$ cat src/rtl/core/tgcw_pkg.sv
// Shared types, codes and default sizes of the text grid cursor writer.
package tgcw_pkg;

	localparam int unsigned GridColumnsDef = 80;
	localparam int unsigned GridRowsDef    = 25;

	localparam logic [7:0] ByteCr         = 8'd13;
	localparam logic [7:0] ByteLf         = 8'd10;
	localparam logic [7:0] FirstPrintable = 8'd32;
	localparam logic [7:0] LastPrintable  = 8'd127;

	typedef enum logic [1:0] {
		STATUS_STORED = 2'd0,
		STATUS_BREAK  = 2'd1,
		STATUS_REJECT = 2'd2,
		STATUS_READ   = 2'd3
	} status_t;

	typedef enum logic [1:0] {
		OP_STORE  = 2'd0,
		OP_BREAK  = 2'd1,
		OP_REJECT = 2'd2,
		OP_READ   = 2'd3
	} op_kind_t;

	typedef struct packed {
		logic       command;
		logic [7:0] byte_value;
		logic [4:0] read_row;
		logic [6:0] read_column;
	} item_t;

	typedef struct packed {
		status_t    status;
		logic [4:0] cursor_row_out;
		logic [6:0] cursor_column_out;
		logic       scrolled;
		logic [6:0] cell_value;
	} result_t;

	typedef struct packed {
		op_kind_t   kind;
		logic [6:0] char_code;
		logic [4:0] row;
		logic [6:0] column;
		logic       in_range;
	} op_t;

endpackage

$ cat src/rtl/core/tgcw_queue.sv
// Two-entry op queue between front end and back end.
module tgcw_queue (
	input  logic          clk,
	input  logic          arst_n,
	input  logic          push_valid,
	input  tgcw_pkg::op_t push_op,
	output logic          push_ready,
	output logic          pop_valid,
	output tgcw_pkg::op_t pop_op,
	input  logic          pop_ready
);
	tgcw_pkg::op_t entry_q [2];
	logic          wr_ptr_q;
	logic          rd_ptr_q;
	logic [1:0]    count_q;
	logic          push;
	logic          pop;

	assign push_ready = (count_q != 2'd2);
	assign pop_valid  = (count_q != 2'd0);
	assign pop_op     = entry_q[rd_ptr_q];
	assign push       = push_valid && push_ready;
	assign pop        = pop_valid && pop_ready;

	always_ff @(posedge clk or negedge arst_n) begin
		if (!arst_n) begin
			wr_ptr_q <= 1'b0;
			rd_ptr_q <= 1'b0;
			count_q  <= 2'd0;
		end else begin
			if (push) begin
				wr_ptr_q <= ~wr_ptr_q;
			end
			if (pop) begin
				rd_ptr_q <= ~rd_ptr_q;
			end
			unique case ({push, pop})
				2'b10:   count_q <= count_q + 2'd1;
				2'b01:   count_q <= count_q - 2'd1;
				default: count_q <= count_q;
			endcase
		end
	end

	always_ff @(posedge clk) begin
		if (push) begin
			entry_q[wr_ptr_q] <= push_op;
		end
	end
endmodule

$ cat config.mk
export PLATFORM = sky130hd
export DESIGN_NAME = tgcw_queue
export DESIGN_NICKNAME = d
export VERILOG_FILES = /design/src/rtl/core/tgcw_pkg.sv /design/src/rtl/core/tgcw_queue.sv
export SDC_FILE = /design/constraint.sdc
export NUM_CORES = 1
export LEC_CHECK = 0
export BUFFER_PORTS_ARGS = -buffer_cell sky130_fd_sc_hd__buf_2
export CORE_ASPECT_RATIO = 1.1
export CORE_MARGIN = 4
export CORE_UTILIZATION = 48
export CTS_BUF_LIST = sky130_fd_sc_hd__clkbuf_4 sky130_fd_sc_hd__clkbuf_8
export CTS_CLUSTER_DIAMETER = 50
export DETAILED_ROUTE_END_ITERATION = 10
export MAX_ROUTING_LAYER = met4
export PLACE_DENSITY_LB_ADDON = 0.2
export SYNTH_ARGS = -nofsm -noshare
export SYNTH_HDL_FRONTEND = slang
export SYNTH_SLANG_ARGS = --single-unit
$ cat constraint.sdc
create_clock -name clk -period 1.8 [get_ports clk]
set_input_delay 0.18 -clock clk [delete_from_list [all_inputs] [get_ports clk]]
set_output_delay 0.18 -clock clk [all_outputs]
set_load 0.01 [all_outputs]
# After elaboration in Yosys (flattened, before gate mapping)
# Memory sizes are Yosys's and may differ from the RTL's.
# Cells that the tools add are included.
# W data, S select, Z words.
[totals]
register_bits = 4
mem_bits_rw = 44
n_memories = 1
inputBits = 26
[op_classes]
eq_ne = 3
n_bitwise = 2
mux = 3
n_reduce_logical = 4
add_sub_neg = 2
[memory_table]
columns = ["name", "words", "width", "read_ports", "rd_clocked_by_memory_dff", "wr", "line", "rtl"]
rows = [
  ["entry_q", 2, 22, 1, 0, 1, "tgcw_queue.sv:12", "tgcw_pkg::op_t entry_q [2];"],
]
[ops]
columns = ["cell", "n"]
rows = [
  ["$pmux W2 S2", 1],
  ["$reduce_bool A2 Y1", 2],
  ["$add A2 B1 Y2 const B", 1],
  ["$eq A2 B1 Y1 const B", 1],
  ["$eq A2 B2 Y1 const B", 1],
  ["$logic_and A1 B1 Y1", 2],
  ["$mux W1", 2],
  ["$ne A2 B2 Y1 const B", 1],
  ["$not A1 Y1", 2],
  ["$sub A2 B1 Y2 const B", 1],
]

# Depth between registers and ports, before layout
# Gate-level depths: netlist of the first run.
[logic_depth]
ltp_word = 4
depth_mapped = 6
mapped_depth_nobuf = 6

# Worst setup path after synthesis of the first run
# No wires, ideal clock.
[synth_path]
path_kind = "register -> register"
startpoint = "register count_q[0]"
endpoint = "memory entry_q[0][0] in the netlist's numbering, enable pin"
arrival_time_ns = 1.648
synth_period_minus_slack_ns = 2.049
stages_incl_launch_ff = 4
n_path_buf = 0
slack_ns = -0.249
setup_time_ns = 0.401
required_ns = 1.399
cell_sequence = "dfrtp_1 > nand2b_1 > nand2_1 > nor2_1"
[synth_between]
elab_chain_len = 4
[synth_lines]
columns = ["element", "line", "rtl"]
rows = [
  ["start, declared", "tgcw_queue.sv:15", "logic [1:0] count_q;"],
  ["start signal, assigned", "tgcw_queue.sv:38", "2'b10: count_q <= count_q + 2'd1;"],
  ["start signal, assigned", "tgcw_queue.sv:39", "2'b01: count_q <= count_q - 2'd1;"],
  ["start signal, assigned", "tgcw_queue.sv:40", "default: count_q <= count_q;"],
  ["$ne A2 B2 Y1", "tgcw_queue.sv:19", "assign push_ready = (count_q != 2'd2);"],
  ["net push_ready", "tgcw_queue.sv:7", "output logic push_ready,"],
  ["$logic_and A1 B1 Y1", "tgcw_queue.sv:22", "assign push = push_valid && push_ready;"],
  ["$mux W1", "tgcw_queue.sv:46", "if (push) begin"],
  ["$mux W1 (implied by the code)", "tgcw_queue.sv:47", "entry_q[wr_ptr_q] <= push_op;"],
  ["end, declared", "tgcw_queue.sv:12", ""],
]
# The timed path passes the listed nets, and every way through them passes these cells.

==> results of run 1 <==
## cell usage after synthesis
master | count | area, um^2
ha_1 | 1 | 12.5
dfrtp_1 | 4 | 100
nand2_1 | 1 | 3.75
xnor2_1 | 3 | 26.3
and3_1 | 1 | 6.26
nor2_1 | 2 | 7.51
xor2_1 | 2 | 17.5
mux2_2 | 22 | 248
edfxtp_1 | 44 | 1320
or2_1 | 1 | 6.26
and2_4 | 1 | 8.76
buf_6 | 2 | 22.5
nand2b_1 | 1 | 6.26
## worst min-delay path by stage
stage,to,slack (ns),cells past startpoint,from
2_1_floorplan,count_q[0]$_DFFE_PN0P_,-0.12,0,arst_n
3_3_place_gp,count_q[0]$_DFFE_PN0P_,-0.01,1,arst_n
3_5_place_dp,count_q[1]$_DFFE_PN0P_,-0.01,1,arst_n
4_1_cts,entry_q[0][3]$_DFFE_PP_,0.00002,1,push_op[3]
5_1_grt,entry_q[0][18]$_DFFE_PP_,0.004,1,push_op[18]
6_report,entry_q[0][1]$_DFFE_PP_,0.02,1,push_op[1]
## area by class of cell
| cell class | count | share of cell area (%) |
|---|---|---|
| flip-flops and latches | 48 | 60.8 |
| repair buffers | 72 | 19.7 |
| multi-input cells | 35 | 14.8 |
| well taps | 48 | 2.57 |
| clock buffers | 6 | 1.93 |
| clock inverters | 1 | 0.214 |
## layer usage
layer  up-vias  wire [um]  share of wire [%]  track usage, %
met5         -          0                  0               -
met4         0         44                1.6            5.42
met3         7        160                5.8            4.18
met2        30       1500                 54            23.8
met1       454       1080                 39            15.4
li1        478          -                  -               -
## power by group
group	switching [mW]	internal [mW]
clock	0.286	0.159
sequential	0.0820	1.53
combinational	0.585	0.592
## worst reg2reg max path, delay by kind of cell, from the launching register on
kind	cells	cell delay, ns
DFF	1	0.44
and+or+nand+nor	3	0.58
xor gates and xnor gates	1	0.15
adders and majority gates	1	0.29
## repair_timing
item,in CTS,in global routing
hold buffers,13,4
hold endpoints to repair,28,8
setup buffers,0,0
resized for setup,0,0
## cell families after synthesis
family        Yosys count
flops                  48
mux                    22
simple gates            7
xor+xnor                5
buf+inv                 2
fa+ha+maj               1
## through the flow
stage | hold slack [ns] | area (um^2)
final | 0.0226 | 2340
after global routing | 0.00437 | 2340
after CTS | 0.0000205 | 2300
after detailed placement | -0.0113 | 2120
after global placement | -0.0135 | 2120
after floorplan | -0.116 | 1790
## sequential cells by signal, summed over array words and instances (netlist names)
register,count
count_q,2
entry_q,44
rd_ptr_q,1
wr_ptr_q,1
==> impl_metrics.tcl, run 1 <==
set metrics [dict create \
    synth_fa_ha_area_share_pct 0.700 \
    std_cell_rows 22 \
    critPathMaxStageDelay_ns 0.36 \
    port_buffers 49 \
    finalMaxSlewViolations 0 \
    hold_class "in -> reg" \
    cts_buffers 5 \
    place_ws_ns 0.289 \
    synthesis.area_mm2 0.00179 \
    clockBufferDepth 2 \
    pin_count 50 \
    rsz0062_at_grt "no" \
    finalSetupViolations 0 \
    synth-xor-area-share_pct 2.45 \
    htreeDepth 2 \
    fin_ws_ns 0.186 \
    worst-setup-path-type "reg -> out" \
    wirelength_um 2780 \
    timing.rr.end "count_q[1]$_DFFE_PN0P_" \
    yosys.area_share.simple_pct 2.17 \
    first_iter_violations 21 \
    detail_route.wl_per_cell_um 13.2 \
    numClockSinks 48 \
    crit_chain "buf_4, mux2_2, buf_2" \
    die_area_mm2 0.00476 \
    synth_nets 112 \
    place_congestion 0.640 \
    utilization_pct 67.4 \
    path_delay_family "flip-flops" \
    period_needed_ns 1.61 \
    skew_ns 0.00445 \
    dp.cells 186 \
    n_fill_cell 265 \
    synth_cell_types 13 \
    vias_per_cell 4.61 \
    worstSetupStartpoint "rd_ptr_q$_DFFE_PN0P_" \
    crit_fanout 13 \
    hold_violations 0 \
    clk_latency_ns 0.34 \
    drt_first_pass_iters 3 \
    rr_worst_depth 5 \
    fmax_mhz 620 \
    final_cell_mix "buf_2, edfxtp_1, mux2_2" \
    multi_input_area_um2 345 \
    crit_slowest_cell "dfrtp_1" \
    path_clk_slew_ns 0.11 \
    grt_max_degree 15 \
    final-instance-count-excl-fill 210 \
    netlist_instances 85 \
    seq_area_mm2 0.00142 \
    syn_avg_cell_area_um2 21.0 \
    crit_path_start_kind "flip-flop" \
    power_density_mw_per_mm2 1380 \
    drive_gt1_share_pct 53.1 \
    start_util_pct 51.5 \
    gr-total-overflow 0 \
    ys_warn_count 0 \
    die_y_um 72.0 \
    synthMuxAreaShare_pct 13.9 \
    r2r_slack_ns 0.27 \
    vias 969 \
    layout.nets 189 \
    die_w_um 66.2 \
    relSlewSlack_pct 87.6 \
    total_power_mw 3.23 \
    r2r_start "count_q[0]$_DFFE_PN0P_" \
    grt_pass1_vias 1066 \
    arrival_ns 1.43 \
    worst_slew_pin_slew_ns 0.185 \
    fin_tns_setup_ns 0 \
    ant_nets 0 \
    end_kind "output pin" \
    leakagePower_nw 0.910 \
    maxCapViolCount 0 \
    ir_drop_v 0.00108 \
    core_mm2 0.00347 \
    ys_seq_area_share_pct 79.6 \
    final_common_cell "buf_2" \
    worstPathRequired_ns 1.62 \
    fin_crit_sh_pct 89.7 \
    critPathBufInv 2 \
    cts_tree "done" \
    drcViolationCount 0 \
    synth_top_family_by_area "multiplexers" \
    track_usage_pct 14.0 \
    cp_num_cells 3 \
    setup.worst_path.end "pop_op[1]" \
    status "finished clean" \
    grt_pass1_wl_um 4810 \
    cts_root_buf "clkbuf_4" \
    diodes 0 \
    ys_ff_latch 48 \
    synth_compound_area_share_pct 0 \
    antenna_found_initial 0 \
    hpwl_um 1930 \
    syn2layout_area_growth_pct 30.8 \
]
(Power assumes the default switching activity.)
==> run 2, diff against run 1 <==
GPL_TIMING_DRIVEN = 0   (was unset)
==> run 2 against run 1 <==
Critical endpoint is now pop_op[9]; critical path depth did not move; core utilization is 0.76 points higher; non-clock buffer count is 1 lower; highest routed layer unchanged; largest power group unchanged; first-iteration DRC count up 120%; maximum frequency decreased by 4.2%.
==> impl_metrics.tcl, run 2 (synthesized netlist as in run 1, its figures left out) <==
set metrics [dict create \
    status "finished clean" \
    syn2layout_area_growth_pct 32.3 \
    cts_buffers 5 \
    first_iter_violations 46 \
    layout.nets 188 \
    skew_ns 0.0132 \
    fin_area_mm2 0.00236 \
    vias_per_cell 4.65 \
    clockBufferDepth 2 \
    final_common_cell "buf_2" \
    arrival_ns 1.50 \
    pin_count 50 \
    final_cell_mix "buf_2, edfxtp_1, mux2_2" \
    maxCapViolCount 0 \
    drcViolationCount 0 \
    netSwitchingPower_mw 0.987 \
    worst_slew_pin_slew_ns 0.634 \
    cts_tree "done" \
    ant_nets 0 \
    wirelength_um 3130 \
    gr-total-overflow 0 \
    crit_path_start_kind "flip-flop" \
    diodes 0 \
    hold_violations 0 \
    antenna_found_initial 0 \
    grt_pass1_wl_um 4820 \
    period_needed_ns 1.68 \
    clk_latency_ns 0.35 \
    port_buffers 49 \
    std_cell_rows 22 \
    clkPwrFrac_pct 15.2 \
    finalMaxSlewViolations 0 \
    ir_drop_v 0.000901 \
    grt_pass1_vias 994 \
    place_congestion 0.665 \
    regMostFlops "entry_q" \
    total_power_mw 3.30 \
    relSlewSlack_pct 57.6 \
    n_fill_cell 262 \
    p_int_mw 2.31 \
    whs_ns 0.0316 \
    htreeDepth 2 \
    path_clk_slew_ns 0.12 \
    finalSetupViolations 0 \
    end_kind "output pin" \
    start_util_pct 51.5 \
    hold_class "in -> reg" \
    drt_first_pass_iters 4 \
    swShare_pct 29.9 \
    cts_root_buf "clkbuf_4" \
    drive_gt1_share_pct 51.2 \
    utilization_pct 68.1 \
    combPwrFrac_pct 35.0 \
    vias 976 \
    worstPathRequired_ns 1.62 \
    detail_route.wl_per_cell_um 14.9 \
    placed_area_mm2 0.00209 \
    largest_reg_flops 44 \
    numClockSinks 48 \
    seqPwrFrac_pct 49.8 \
    core_mm2 0.00347 \
    worst-setup-path-type "reg -> out" \
    die_w_um 66.2 \
    leakagePower_nw 0.910 \
    crit_fanout 10 \
    reg_top3 "entry_q (44), count_q (2)" \
    hpwl_um 2050 \
    grt_max_degree 23 \
    fin_crit_sh_pct 93.5 \
    die_y_um 72.0 \
    fmax_mhz 594 \
    rsz0062_at_grt "no" \
    track_usage_pct 14.2 \
    power_density_mw_per_mm2 1400 \
    postCtsSetupBuffers 0 \
    die_area_mm2 0.00476 \
]
==> run 2: worst max-delay path: stages, from the launching register on <==
cell and delay [ns]:
dfrtp_1 0.48, buf_6 0.19, mux2_2 0.35, buf_2 0.14
==> run 2: final timing paths <==
kind,startpoint,endpoint,slack [ns],cells after the start
setup / recovery,rd_ptr_q$_DFFE_PN0P_,pop_op[9],0.12,3
hold / removal,push_op[17],entry_q[1][17]$_DFFE_PP_,0.03,1
setup reg to reg,count_q[0]$_DFFE_PN0P_,entry_q[0][16]$_DFFE_PP_,0.16,3
hold reg to reg,count_q[1]$_DFFE_PN0P_,count_q[1]$_DFFE_PN0P_,0.52,1
max in group asynchronous,arst_n,wr_ptr_q$_DFFE_PN0P_,1.52,2
min in group asynchronous,arst_n,count_q[0]$_DFFE_PN0P_,0.16,2
==> run 2: stage by stage <==
| step | cells | TNS (ns) | setup slack (ns) |
|---|---|---|---|
| global route | 210 | 0 | 0.0126 |
| floorplan | 85 | 0 | 0.106 |
| finish | 210 | 0 | 0.116 |
| CTS | 199 | 0 | 0.0683 |
| global placement | 182 | -2.55 | -0.116 |
| detailed placement | 182 | -5.38 | -0.194 |
==> run 2: cell type report <==
type                            count  area (um^2)  area share, %
Sequential cell                    48         1420           60.1
Clock inverter                      1         3.75          0.159
Clock buffer                        7         58.8           2.49
Multi-Input combinational cell     35          352           14.9
Buffer                              2         22.5          0.953
Timing Repair Buffer               69          445           18.8
Tap cell                           48         60.1           2.54
==> run 2: power by group through the flow <==
stage,Clock [mW],Combinational [mW],Sequential (mW)
finish,0.503,1.15,1.64
detailed placement,0,1.14,1.68
floorplan,0,0.760,1.63
global placement,0,1.10,1.65
CTS,0.522,1.16,1.65
global route,0.575,1.26,1.67
==> run 2: repair_timing <==
| item | 4_1_cts | 5_1_grt |
|---|---|---|
| endpoints found under the setup margin | 44 | 0 |
| gates resized for setup | 2 | 0 |
| hold endpoints to repair | 18 | 22 |
| hold buffers | 9 | 11 |
==> run 2: layer usage <==
layer	track usage [%]	up-vias	part of all wire, %	wire length, um
met4	5.42	0	1.4	44
li1	-	479	-	-
met1	15.1	462	35	1090
met2	24.6	29	58	1830
met3	4.33	6	5.4	169
met5	-	-	0	0
==> run 3, diff against run 2 <==
PLACE_DENSITY = 0.74   (was unset)
PLACE_DENSITY_LB_ADDON = unset   (was 0.2)
==> run 3 against run 2 <==
Clock-buffer cell count shrank 1; non-clock buffer count is the same; combinational power is essentially flat; worst hold slack lost 0.0038 ns; largest cell class unchanged.
==> impl_metrics.tcl, run 3 (synthesized netlist as in run 1, its figures left out) <==
set metrics [dict create \
    swShare_pct 29.1 \
    track_usage_pct 14.2 \
    p_int_mw 2.42 \
    final-instance-count-excl-fill 210 \
    vias 1004 \
    diodes 0 \
    start_util_pct 51.5 \
    fmax_mhz 585 \
    clkPwrFrac_pct 17.9 \
    crit_path_start_kind "flip-flop" \
    worst-setup-path-type "reg -> out" \
    relSlewSlack_pct 56.5 \
    die_w_um 66.2 \
    detail_route.wl_per_cell_um 14.8 \
    hpwl_um 1950 \
    total_power_mw 3.41 \
    grt_pass1_vias 1091 \
    largest_reg_flops 44 \
    worstPathRequired_ns 1.62 \
    grt_max_degree 23 \
    final_cell_mix "buf_2, edfxtp_1, mux2_2" \
    clk_latency_ns 0.35 \
    period_needed_ns 1.71 \
    power_density_mw_per_mm2 1430 \
    skew_ns 0.00967 \
    drt_first_pass_iters 2 \
    finalMaxSlewViolations 0 \
    core_mm2 0.00347 \
    die_y_um 72.0 \
    n_fill_cell 274 \
    arrival_ns 1.53 \
    crit_slowest_cell "dfrtp_1" \
    fin_ws_ns 0.0920 \
    std_cell_rows 22 \
    cts_root_buf "clkbuf_4" \
    critPathMaxStageDelay_ns 0.48 \
    status "finished clean" \
    multi_input_area_um2 352 \
    combPwrFrac_pct 34.1 \
    worst_slew_pin_slew_ns 0.650 \
    end_kind "output pin" \
    first_iter_violations 42 \
    critPathBufInv 2 \
    leakagePower_nw 0.919 \
    clockBufferDepth 2 \
    ant_nets 0 \
    layout.nets 188 \
    hold_class "in -> reg" \
    drcViolationCount 0 \
    wirelength_um 3110 \
    regMostFlops "entry_q" \
    gr-total-overflow 0 \
    postCtsSetupBuffers 0 \
    seq_area_mm2 0.00142 \
    final_common_cell "buf_2" \
    antenna_found_initial 0 \
    die_area_mm2 0.00476 \
    ir_drop_v 0.000932 \
    cts_buffers 5 \
    syn2layout_area_growth_pct 33.3 \
    path_clk_slew_ns 0.13 \
    fin_area_mm2 0.00238 \
    reg_top3 "entry_q (44), count_q (2)" \
    seqPwrFrac_pct 48.1 \
    utilization_pct 68.7 \
    drive_gt1_share_pct 51.9 \
    fin_crit_sh_pct 94.9 \
    htreeDepth 2 \
    finalSetupViolations 0 \
    cts_tree "done" \
    pin_count 50 \
    path_delay_family "flip-flops" \
    maxCapViolCount 0 \
    crit_chain "buf_6, mux2_2, buf_2" \
    vias_per_cell 4.78 \
    numClockSinks 48 \
    place_ws_ns -0.193 \
    place_congestion 0.664 \
    grt_pass1_wl_um 4850 \
    netSwitchingPower_mw 0.994 \
    hold_violations 0 \
    placed_area_mm2 0.00209 \
    rsz0062_at_grt "no" \
    dp.cells 182 \
    crit_fanout 10 \
    port_buffers 49 \
]
-- run 3: cell types whose count changed in the layout (fill, tap and decap cells not counted) --
cell | before | now
clkinv_2 | 0 | 1
bufinv_16 | 0 | 1
clkinv_1 | 1 | 0
clkbuf_8 | 1 | 0
-- run 3: timing repair --
action | CTS | global route
hold endpoints to repair | 28 | 12
gates resized for setup | 2 | 0
hold buffers | 13 | 7
setup endpoints to repair | 44 | 0
-- run 3: final timing paths --
kind / depth (start not counted) / slack, ns / to / from
setup / recovery: 3 / 0.09 / pop_op[15] / rd_ptr_q$_DFFE_PN0P_
hold / removal: 1 / 0.03 / entry_q[0][14]$_DFFE_PP_ / push_op[14]
setup reg to reg: 3 / 0.16 / entry_q[0][16]$_DFFE_PP_ / count_q[0]$_DFFE_PN0P_
hold reg to reg: 1 / 0.50 / count_q[1]$_DFFE_PN0P_ / count_q[1]$_DFFE_PN0P_
max in group asynchronous: 2 / 1.53 / count_q[0]$_DFFE_PN0P_ / arst_n
min in group asynchronous: 2 / 0.14 / rd_ptr_q$_DFFE_PN0P_ / arst_n
-- run 3: per-stage QoR --
stage	setup TNS (ns)	hold slack, ns
after global routing	0	0.00306
final	0	0.0278
after global placement	-2.84	-0.0141
after floorplan	0	-0.116
after detailed placement	-5.80	-0.00858
after CTS	0	0.0000762
-- run 3: area by class of cell --
cell class / instances / area share [%]
plain buffers: 2 / 0.946
flip-flops and latches: 48 / 59.7
clock buffers: 6 / 1.89
multi-input cells: 35 / 14.8
repair buffers: 69 / 18.7
well taps: 48 / 2.52
clock inverters: 2 / 1.47
-- run 3: metal layers --
layer | part of all wire (%) | track usage (%) | wire length (um) | vias to the layer above
met5 | 0 | - | 0 | -
met4 | 0.84 | 6.09 | 26 | 0
met3 | 5.6 | 4.02 | 173 | 4
met2 | 57 | 24.7 | 1770 | 36
met1 | 37 | 14.9 | 1140 | 488
li1 | - | - | - | 476
-- run 3: power groups by stage --
stage                     Sequential (mW)  Clock (mW)  Combinational, mW
after floorplan                      1.63           0              0.760
after global placement               1.65           0               1.11
after detailed placement             1.67           0               1.13
after CTS                            1.64       0.634               1.17
after global routing                 1.67       0.695               1.27
final                                1.64       0.609               1.16
-- run 3: worst register-to-register path, delay by kind of cell (launching register included) --
family	cells	cell delay, ns
DFF	1	0.43
and+or+nand+nor	3	0.84
